==> src/qmm_pkg.sv <==
`timescale 1ns / 1ps

package qmm_pkg;

  // Field widths.
  localparam int unsigned ModeW  = 2;
  localparam int unsigned SpeedW = 10;
  localparam int unsigned CorrW  = 12;
  localparam int unsigned RampW  = 8;
  localparam int unsigned MotorN = 4;

  // Signed width that holds throttle plus every correction term without overflow.
  localparam int unsigned SumW = 15;

  // Bus widths: fields packed from the lowest bit up, padded to whole bytes.
  localparam int unsigned InBits   = ModeW + SpeedW + 4 * CorrW;
  localparam int unsigned InDataW  = ((InBits + 7) / 8) * 8;
  localparam int unsigned OutBits  = MotorN * SpeedW + 1;
  localparam int unsigned OutDataW = ((OutBits + 7) / 8) * 8;

  // Configuration register indexes.
  localparam int unsigned CfgAddrW = 2;
  localparam int unsigned CfgDataW = 10;

  typedef enum logic [CfgAddrW-1:0] {
    REG_MAX_SPEED    = 2'd0,
    REG_YAW_LIMIT    = 2'd1,
    REG_MIN_THROTTLE = 2'd2,
    REG_RAMP_STEP    = 2'd3
  } cfg_reg_e;

  // Reset values.
  localparam logic [SpeedW-1:0] MaxSpeedRst    = 10'd700;
  localparam logic [SpeedW-1:0] YawLimitRst    = 10'd100;
  localparam logic [SpeedW-1:0] MinThrottleRst = 10'd50;
  localparam logic [RampW-1:0]  RampStepRst    = 8'd2;
  localparam logic [SpeedW-1:0] SpeedRst       = 10'd200;

  typedef enum logic [ModeW-1:0] {
    MODE_IDLE   = 2'd0,
    MODE_NORMAL = 2'd1,
    MODE_FIX_HT = 2'd2,
    MODE_FAIL   = 2'd3
  } mode_e;

  typedef struct packed {
    logic [SpeedW-1:0] max_speed;
    logic [SpeedW-1:0] yaw_limit;
    logic [SpeedW-1:0] min_throttle;
    logic [RampW-1:0]  ramp_step;
  } cfg_t;

  // Members listed from the highest bit down, so mode lands in the lowest bits.
  typedef struct packed {
    logic signed [CorrW-1:0] height_corr;
    logic signed [CorrW-1:0] yaw_corr;
    logic signed [CorrW-1:0] roll_corr;
    logic signed [CorrW-1:0] pitch_corr;
    logic [SpeedW-1:0]       throttle;
    mode_e                   mode;
  } in_item_t;

  typedef struct packed {
    logic              fail_done;
    logic [SpeedW-1:0] rear_right_speed;
    logic [SpeedW-1:0] front_right_speed;
    logic [SpeedW-1:0] rear_left_speed;
    logic [SpeedW-1:0] front_left_speed;
  } out_item_t;

  typedef logic [MotorN-1:0][SpeedW-1:0] speeds_t;

endpackage

==> src/qmm_cfg.sv <==
`timescale 1ns / 1ps

module qmm_cfg (
  input  logic                    clk_i,
  input  logic                    rst_ni,
  input  logic                    cfg_we_i,
  input  logic [qmm_pkg::CfgAddrW-1:0] cfg_addr_i,
  input  logic [qmm_pkg::CfgDataW-1:0] cfg_data_i,
  output qmm_pkg::cfg_t           cfg_o
);
  import qmm_pkg::*;

  cfg_t cfg_q;

  // Register file, written one register at a time.
  always_ff @(posedge clk_i or negedge rst_ni) begin
    if (!rst_ni) begin
      cfg_q.max_speed    <= MaxSpeedRst;
      cfg_q.yaw_limit    <= YawLimitRst;
      cfg_q.min_throttle <= MinThrottleRst;
      cfg_q.ramp_step    <= RampStepRst;
    end else if (cfg_we_i) begin
      unique case (cfg_reg_e'(cfg_addr_i))
        REG_MAX_SPEED:    cfg_q.max_speed    <= cfg_data_i[SpeedW-1:0];
        REG_YAW_LIMIT:    cfg_q.yaw_limit    <= cfg_data_i[SpeedW-1:0];
        REG_MIN_THROTTLE: cfg_q.min_throttle <= cfg_data_i[SpeedW-1:0];
        REG_RAMP_STEP:    cfg_q.ramp_step    <= cfg_data_i[RampW-1:0];
        default: ;
      endcase
    end
  end

  assign cfg_o = cfg_q;

endmodule

==> src/qmm_mix.sv <==
`timescale 1ns / 1ps

module qmm_mix (
  input  qmm_pkg::in_item_t  item_i,
  input  qmm_pkg::cfg_t      cfg_i,
  input  qmm_pkg::speeds_t   speeds_i,
  output qmm_pkg::out_item_t result_o
);
  import qmm_pkg::*;

  logic signed [SumW-1:0] thr_s;
  logic signed [SumW-1:0] pitch_s;
  logic signed [SumW-1:0] roll_s;
  logic signed [SumW-1:0] yaw_s;
  logic signed [SumW-1:0] yaw_cl;
  logic signed [SumW-1:0] lim_s;
  logic signed [SumW-1:0] add_s;
  logic signed [SumW-1:0] ramp_s;
  logic signed [SumW-1:0] max_s;
  logic signed [SumW-1:0] raw [MotorN];
  logic [SpeedW-1:0]      spd [MotorN];
  logic                   all_low;
  logic                   thr_cut;

  // Operands extended to the common signed width.
  always_comb begin
    thr_s   = $signed({{(SumW-SpeedW){1'b0}}, item_i.throttle});
    pitch_s = SumW'(item_i.pitch_corr);
    roll_s  = SumW'(item_i.roll_corr);
    yaw_s   = SumW'(item_i.yaw_corr);
    lim_s   = $signed({{(SumW-SpeedW){1'b0}}, cfg_i.yaw_limit});
    ramp_s  = $signed({{(SumW-RampW){1'b0}}, cfg_i.ramp_step});
    max_s   = $signed({{(SumW-SpeedW){1'b0}}, cfg_i.max_speed});
    add_s   = (item_i.mode == MODE_FIX_HT) ? SumW'(item_i.height_corr) : '0;
  end

  // Symmetric clamp on the yaw term.
  always_comb begin
    if (yaw_s > lim_s) begin
      yaw_cl = lim_s;
    end else if (yaw_s < -lim_s) begin
      yaw_cl = -lim_s;
    end else begin
      yaw_cl = yaw_s;
    end
  end

  // Raw motor values per mode, before the speed clamp.
  always_comb begin
    all_low = 1'b1;
    for (int i = 0; i < MotorN; i++) begin
      raw[i] = '0;
    end
    unique case (item_i.mode)
      MODE_IDLE: begin
        all_low = 1'b0;
      end
      MODE_FAIL: begin
        for (int i = 0; i < MotorN; i++) begin
          raw[i] = $signed({{(SumW-SpeedW){1'b0}}, speeds_i[i]}) - ramp_s;
          if (raw[i] > 0) begin
            all_low = 1'b0;
          end
        end
      end
      default: begin
        all_low = 1'b0;
        raw[0]  = thr_s + pitch_s - roll_s + yaw_cl + add_s;
        raw[1]  = thr_s - pitch_s - roll_s - yaw_cl + add_s;
        raw[2]  = thr_s + pitch_s + roll_s - yaw_cl + add_s;
        raw[3]  = thr_s - pitch_s + roll_s + yaw_cl + add_s;
      end
    endcase
  end

  // Clamp to 0..max_speed, then the low-throttle cut.
  assign thr_cut = (item_i.throttle < cfg_i.min_throttle);

  always_comb begin
    for (int i = 0; i < MotorN; i++) begin
      if (thr_cut || raw[i] <= 0) begin
        spd[i] = '0;
      end else if (raw[i] > max_s) begin
        spd[i] = cfg_i.max_speed;
      end else begin
        spd[i] = raw[i][SpeedW-1:0];
      end
    end
  end

  assign result_o.front_left_speed  = spd[0];
  assign result_o.rear_left_speed   = spd[1];
  assign result_o.front_right_speed = spd[2];
  assign result_o.rear_right_speed  = spd[3];
  assign result_o.fail_done         = all_low;

endmodule

==> src/quad_motor_mixer_failsafe.sv <==
`timescale 1ns / 1ps

// Four-motor X-frame mixer with a fail-safe ramp-down.
// The slave stream carries one control tick per item: mode, throttle and the
// pitch, roll, yaw and height corrections. The master stream returns one item
// per tick with the four clamped motor speeds and the fail-done flag.
// An accepted item is held in the input register and its result is registered
// into the result register once that register frees up, so a stalled receiver
// can delay it. The mixing is a single pass of add and clamp logic between the
// two registers, so one item is taken every cycle while the receiver keeps up.
// The stored motor speeds, used by the fail ramp, are updated at the same edge
// that loads the result register, so back-to-back fail ticks see each other.
// Reset loads the register defaults and sets every stored speed to 200; both
// registers come up empty. When the receiver stalls, the result holds and the
// input register fills; tready then drops until the result is taken.
// Configuration writes take effect at the next edge; the user must make them
// only while the block is idle, as the block itself does not enforce this.
module quad_motor_mixer_failsafe (
  input  logic                         clk_i,
  input  logic                         rst_ni,
  // Slave stream, tdata from bit 0: mode, throttle, pitch_corr, roll_corr,
  // yaw_corr, height_corr, zero pad.
  input  logic                         s_axis_tvalid,
  output logic                         s_axis_tready,
  input  logic [qmm_pkg::InDataW-1:0]  s_axis_tdata,
  // Master stream, tdata from bit 0: front_left_speed, rear_left_speed,
  // front_right_speed, rear_right_speed, fail_done, zero pad.
  output logic                         m_axis_tvalid,
  input  logic                         m_axis_tready,
  output logic [qmm_pkg::OutDataW-1:0] m_axis_tdata,
  // Configuration write port.
  input  logic                         cfg_we_i,
  input  logic [qmm_pkg::CfgAddrW-1:0] cfg_addr_i,
  input  logic [qmm_pkg::CfgDataW-1:0] cfg_data_i
);
  import qmm_pkg::*;

  cfg_t      cfg;
  in_item_t  in_q;
  logic      in_valid_q;
  out_item_t out_q;
  logic      out_valid_q;
  out_item_t result;
  speeds_t   speeds_q;
  logic      advance;
  logic      in_take;

  qmm_cfg u_cfg (
    .clk_i      (clk_i),
    .rst_ni     (rst_ni),
    .cfg_we_i   (cfg_we_i),
    .cfg_addr_i (cfg_addr_i),
    .cfg_data_i (cfg_data_i),
    .cfg_o      (cfg)
  );

  qmm_mix u_mix (
    .item_i   (in_q),
    .cfg_i    (cfg),
    .speeds_i (speeds_q),
    .result_o (result)
  );

  // Handshake: the result register frees up when empty or taken.
  assign advance       = !out_valid_q || m_axis_tready;
  assign s_axis_tready = !in_valid_q || advance;
  assign in_take       = s_axis_tvalid && s_axis_tready;

  // Input register.
  always_ff @(posedge clk_i or negedge rst_ni) begin
    if (!rst_ni) begin
      in_valid_q <= 1'b0;
    end else if (in_take) begin
      in_valid_q <= 1'b1;
    end else if (advance) begin
      in_valid_q <= 1'b0;
    end
  end

  always_ff @(posedge clk_i) begin
    if (in_take) begin
      in_q <= in_item_t'(s_axis_tdata[InBits-1:0]);
    end
  end

  // Result register.
  always_ff @(posedge clk_i or negedge rst_ni) begin
    if (!rst_ni) begin
      out_valid_q <= 1'b0;
    end else if (advance) begin
      out_valid_q <= in_valid_q;
    end
  end

  always_ff @(posedge clk_i) begin
    if (advance && in_valid_q) begin
      out_q <= result;
    end
  end

  // Stored speeds follow every result that is produced.
  always_ff @(posedge clk_i or negedge rst_ni) begin
    if (!rst_ni) begin
      for (int i = 0; i < MotorN; i++) begin
        speeds_q[i] <= SpeedRst;
      end
    end else if (advance && in_valid_q) begin
      speeds_q[0] <= result.front_left_speed;
      speeds_q[1] <= result.rear_left_speed;
      speeds_q[2] <= result.front_right_speed;
      speeds_q[3] <= result.rear_right_speed;
    end
  end

  assign m_axis_tvalid = out_valid_q;
  assign m_axis_tdata  = {{(OutDataW-OutBits){1'b0}}, out_q};

endmodule

==> config.mk <==
export PLATFORM = sky130hd
export DESIGN_NAME = quad_motor_mixer_failsafe
export DESIGN_NICKNAME = d
export VERILOG_FILES = /design/src/qmm_pkg.sv /design/src/qmm_cfg.sv /design/src/qmm_mix.sv /design/src/quad_motor_mixer_failsafe.sv
export SDC_FILE = /design/constraint.sdc
export NUM_CORES = 1
export LEC_CHECK = 0
export BUFFER_PORTS_ARGS = -buffer_cell sky130_fd_sc_hd__buf_2
export CAP_MARGIN = 40
export CORE_UTILIZATION = 57
export DETAILED_ROUTE_END_ITERATION = 10
export MAX_ROUTING_LAYER = met4
export PLACE_DENSITY = 0.79
export SLEW_MARGIN = 5
export SYNTH_ARGS = -nofsm -noshare
export SYNTH_HDL_FRONTEND = slang
export SYNTH_SLANG_ARGS = --single-unit
==> constraint.sdc <==
create_clock -name clk_i -period 7.85 [get_ports clk_i]
set_input_delay 0.3925 -clock clk_i [delete_from_list [all_inputs] [get_ports clk_i]]
set_output_delay 0.3925 -clock clk_i [all_outputs]
set_load 0.01 [all_outputs]
; Yosys cells after proc, flatten, opt, wreduce, memory -nomap -nowiden
; Index checks and enable logic that the tools add are counted.
[classes]
n_eq_ne = 5
n_mux = 15
bitwise_logic = 1
addsub = 19
n_reduce_logical = 18
n_lt_le_gt_ge = 15
[op_table]
columns = operator, count
row1 = 60-bit case mux with 2 select lines, 1
row2 = 15-bit adder, 6
row3 = 10-bit 2-to-1 mux, 8
row4 = 15-bit by 11-bit greater-than comparator with 1-bit output, 4
row5 = "15-bit by 1-bit less-or-equal comparator with 1-bit output, second input constant", 4
row6 = 15-bit 2-to-1 mux, 3
row7 = "11-bit by 1-bit greater-than comparator with 1-bit output, second input constant", 4
row8 = 10-bit by 8-bit subtractor with 11-bit output, 4
row9 = 15-bit subtractor, 2
row10 = 13-bit by 12-bit adder with 14-bit output, 2
row11 = 13-bit by 12-bit subtractor with 14-bit output, 2
row12 = 12-bit by 15-bit < comparator with 1-bit output, 1
row13 = 10-bit negator with 15-bit output, 1
row14 = 11-bit by 12-bit adder with 13-bit output, 1
row15 = 11-bit by 12-bit subtractor with 13-bit output, 1
row16 = 12-bit by 11-bit greater-than comparator with 1-bit output, 1
row17 = 10-bit < comparator, 1
row18 = "2-bit equality test, second input constant", 4
row19 = 2-bit AND reduction, 4
row20 = 1-bit logical OR, 6
row21 = 2-bit zero test, 2
row22 = 4-bit OR reduction, 1
row23 = 1-bit 2-to-1 mux, 3
row24 = "2-bit by 1-bit equality test with 1-bit output, second input constant", 1
row25 = 4 further kinds, 6
[totals]
elab_cells = 94
reg_bits = 181
input_bits = 81

; Depth between registers and ports, before layout
[logic_depth]
word_depth = 10
depth_mapped = 38
mapped_depth_nobuf = 37

; Hierarchy
; A second synthesis with hierarchy kept.
[hier_totals]
cells_unflattened = 1923
area_unflattened_um2 = 18755.5
[by_module_without_submodules]
columns = mod, cells_per_inst, area_each_um2, seq_area_each_um2, instances
row1 = qmm_mix, 1638, 12361.9, 0.0, 1
row2 = quad_motor_mixer_failsafe, 202, 4852.2, 4098.9, 1
row3 = qmm_cfg, 83, 1541.5, 967.2, 1

; Worst setup path after synthesis
; No wires, ideal clock.
[synth_path]
path_type = reg2reg
start = reg u_cfg.cfg_q (netlist bit u_cfg.cfg_o[19])
end = reg out_q (netlist bit m_axis_tdata[30]) (data pin)
path_buffers = 2
path_slack_ns = 0.018
period_less_slack_ns = 7.832
stages_incl_launch_ff = 32
arrival_ns = 7.564
cell_sequence = dfrtp_1 > inv_1 > ha_1 > or4b_4 > nand2_1 > ha_1 > a21oi_1 > nand2_1 > o311a_1 > a21o_2 > a21oi_2 > clkbuf_1 > a31oi_1 > o22ai_1 > fa_1 > inv_1 > ha_1 > a21o_1 > a21oi_1 > o21ai_0 > a2111o_1 > a31o_2 > a311o_1 > ha_1 > a211o_1 > a211oi_1 > o21ai_0 > o211ai_1 > and3b_1 > buf_1 > mux2i_1 > nor2_1
[synth_lines]
columns = item, line
row1 = "start, declared", qmm_cfg.sv:13  ; cfg_t cfg_q;
row2 = "end signal, assigned", quad_motor_mixer_failsafe.sv:97  ; out_q <= result;
row3 = "end, declared", quad_motor_mixer_failsafe.sv:41  ; out_item_t out_q;

==> flow_metrics.tcl <==
set metrics [dict create \
    grt_max_degree 61 \
    dieArea_um2 32500 \
    drive_gt1_frac 0.154 \
    rows 64 \
    cts_max_path_buffers 2 \
    yosys.area.top_type "edfxtp_1" \
    cts_made_buffers 17 \
    synthTopCellsByCount "ha_1 (239), inv_1 (229), nor2_1 (154), nand2_1 (137), o21ai_0 (120)" \
    holdCritPathClass "input pin to register" \
    dr.pass1.iters 6 \
    async_reset_ff_frac 0.442 \
    internal-power_mw 4.74 \
    seq_area_frac_synth 0.279 \
    swShare 0.491 \
    fin_nets 2527 \
    cts_tree "done" \
    antenna-diode-count 0 \
    p_leak_nw 9.34 \
    htree_levels 4 \
    dp_hpwl_mm 41.7 \
    wirelength_mm 52.2 \
    yosys_most_used_dff "edfxtp_1" \
    cts_sinks 181 \
    crit_type "register to register" \
    vias_per_cell 5.99 \
    antenna_found_initial 0 \
    fin_crit_sh 0.964 \
    startpoint_type "register" \
    vias 15300 \
    cp_max_fo 10 \
    sequentialPowerShare 0.158 \
    rrSetupSlack_ps 280 \
    gp_congestion 0.978 \
    cpMostUsedCell "ha_1" \
    synth_area_leaders "edfxtp_1 (17%), ha_1 (16%), dfrtp_1 (7.6%)" \
    critPathSlowestCell "fa_1" \
    yosysUniqueCellTypes 97 \
    cts.root.buffer_cell "clkbuf_16" \
    cp.required_ps 8060 \
    clk_pin_slew_ps 80 \
    yosys.area.top_type_share 0.167 \
    fin_crit_ps 7570 \
    end_kind "register" \
    status "completed" \
    p_clk_frac 0.098 \
    start_util 0.586 \
    syn_avg_cell_area_um2 9.16 \
    ir_worst_vdd_mv 0.279 \
    drcViolationCount 0 \
    final_util 0.657 \
    hold_viol 0 \
    grt_pass1_wl_mm 81.8 \
    fin_skew_ps 22.8 \
    combPwrFrac 0.744 \
    setup_tns_ps 0 \
    cp.arrival_ps 7780 \
    p_per_area_nw_per_um2 458 \
    yosys_warnings 0 \
    relSlewSlack 0.456 \
    syn_to_final_growth_pct 12.0 \
    ant_nets 0 \
    synthesis.area_um2 18100 \
    coreArea_um2 30900 \
    slew_violations 0 \
    drt_iter0_drc 1134 \
    grt_pass1_vias 15100 \
    synth_edf_count 101 \
    dieHeight_um 180 \
    p_switching_mw 4.56 \
    globalRouteOverflowTotal 0 \
    hold_slack_ps 92.6 \
    fmax_ghz 0.132 \
    power.total_mw 9.30 \
    track_usage 0.338 \
    clk-insertion-delay-late_ps 480 \
    io_pins 131 \
    synth.most_common_cell "ha_1" \
    drv_cap 0 \
    synth_seq_cells 181 \
    numPortBuffers 119 \
    postSynthCellCount 1979 \
    slowest_delay_ps 610 \
    wl_per_cell_um 20.5 \
    tightest_slew_ps 816 \
    setup_viol 0 \
    die_w_um 180 \
]
==> flip-flops by register name, indices dropped and copies added, names as in the netlist <==
register       cells
m_axis_tdata      41
u_cfg.cfg_o       38
in_q              60
speeds_q          40
in_valid_q         1
m_axis_tvalid      1
==> layout by cell type (no fill, tap or decap), types with 18 or more instances in the layout <==
cell type  synthesis  final
nand2_1          137    137
xnor2_1           69     69
inv_1            229    227
o22ai_1           32     30
o21ai_1           17     23
dfstp_2           25     25
edfxtp_1         101    101
a21oi_1          114    113
o21bai_1          20     19
nor3_1            36     35
nor2b_1           36     36
buf_2              3    119
o21ai_0          120    114
ha_1             239    238
nor2_1           154    152
nand3_1           29     29
nand2b_1          18     18
fa_1              64     64
xor2_1            49     48
clkbuf_16          0     18
mux2_2            31     31
a21o_1            31     31
buf_4              7     61
o21a_1            45     45
dfrtp_1           55     54
==> worst max-delay path, delay by kind of cell (launching register included) <==
kind	cells	cell delay, ps
compound gates	16	3520
fa+ha+maj	5	1600
buf+inv	4	440
flops	1	440
mux	1	270
simple gates	6	1010
==> path summary, 6_finish.rpt <==
check,startpoint,to,depth (start not counted)
max in group asynchronous,rst_ni,speeds_q[22],3
min reg2reg,speeds_q[27],speeds_q[27],2
min,s_axis_tdata[36],in_q[36],1
max,u_cfg.cfg_o[19],m_axis_tdata[38],32
max reg2reg,u_cfg.cfg_o[19],m_axis_tdata[38],32
min in group asynchronous,rst_ni,u_cfg.cfg_o[14],2
==> power by group through the flow <==
stage / clock (mW) / combinational, mW / sequential [mW]
after floorplan: 0 / 4.62 / 1.45
after global placement: 0 / 6.45 / 1.47
after detailed placement: 0 / 6.60 / 1.47
after CTS: 0.919 / 6.64 / 1.46
after global routing: 0.959 / 7.60 / 1.49
final: 0.913 / 6.92 / 1.47
==> timing repair <==
action / 4_1_cts / 5_1_grt
setup buffers: 0 / 4
endpoints found under the setup margin: 10 / 65
cloned: 0 / 1
resized for setup: 1 / 38
pin swaps: 0 / 8
hold endpoints to repair: 27 / 0
hold buffers: 1 / 0
==> metrics by stage <==
stage,instances,setup WS [ps],instance area [µm²]
after floorplan,1985,18.3,18100
after global placement,2512,105,19500
after detailed placement,2514,4.88,19500
after CTS,2547,9.81,20100
after global routing,2552,-13.1,20300
final,2552,282,20300
==> kinds of logic after synthesis <==
logic type / count (synthesis) / share of synthesized area
AO/OA/AOI/OAI: 532 / 0.194
XOR/XNOR: 122 / 0.0617
adder cells (fa/ha/maj): 303 / 0.236
buffers and inverters: 275 / 0.0598
flip-flops: 181 / 0.279
multiplexers: 54 / 0.0320
other: 1 / 0.000207
AND/OR/NAND/NOR: 511 / 0.137
==> area by class of cell <==
cell class                 instances  area [µm²]
multi-input combinational       1529       12200
fill                            2532       10600
sequential                       181        5070
timing repair buffer             184        1110
inverter                         230         863
tap                              396         495
clock buffer                      21         472
clock inverter                    11         135
==> per-layer routing <==
metal  track usage  share of wire  wire length (µm)
met4         0.140          0.040              2070
met1         0.421           0.44             22800
met2         0.554           0.47             24600
met3        0.0449          0.053              2740
met5             -              0                 0
(Power assumes the default switching activity.)
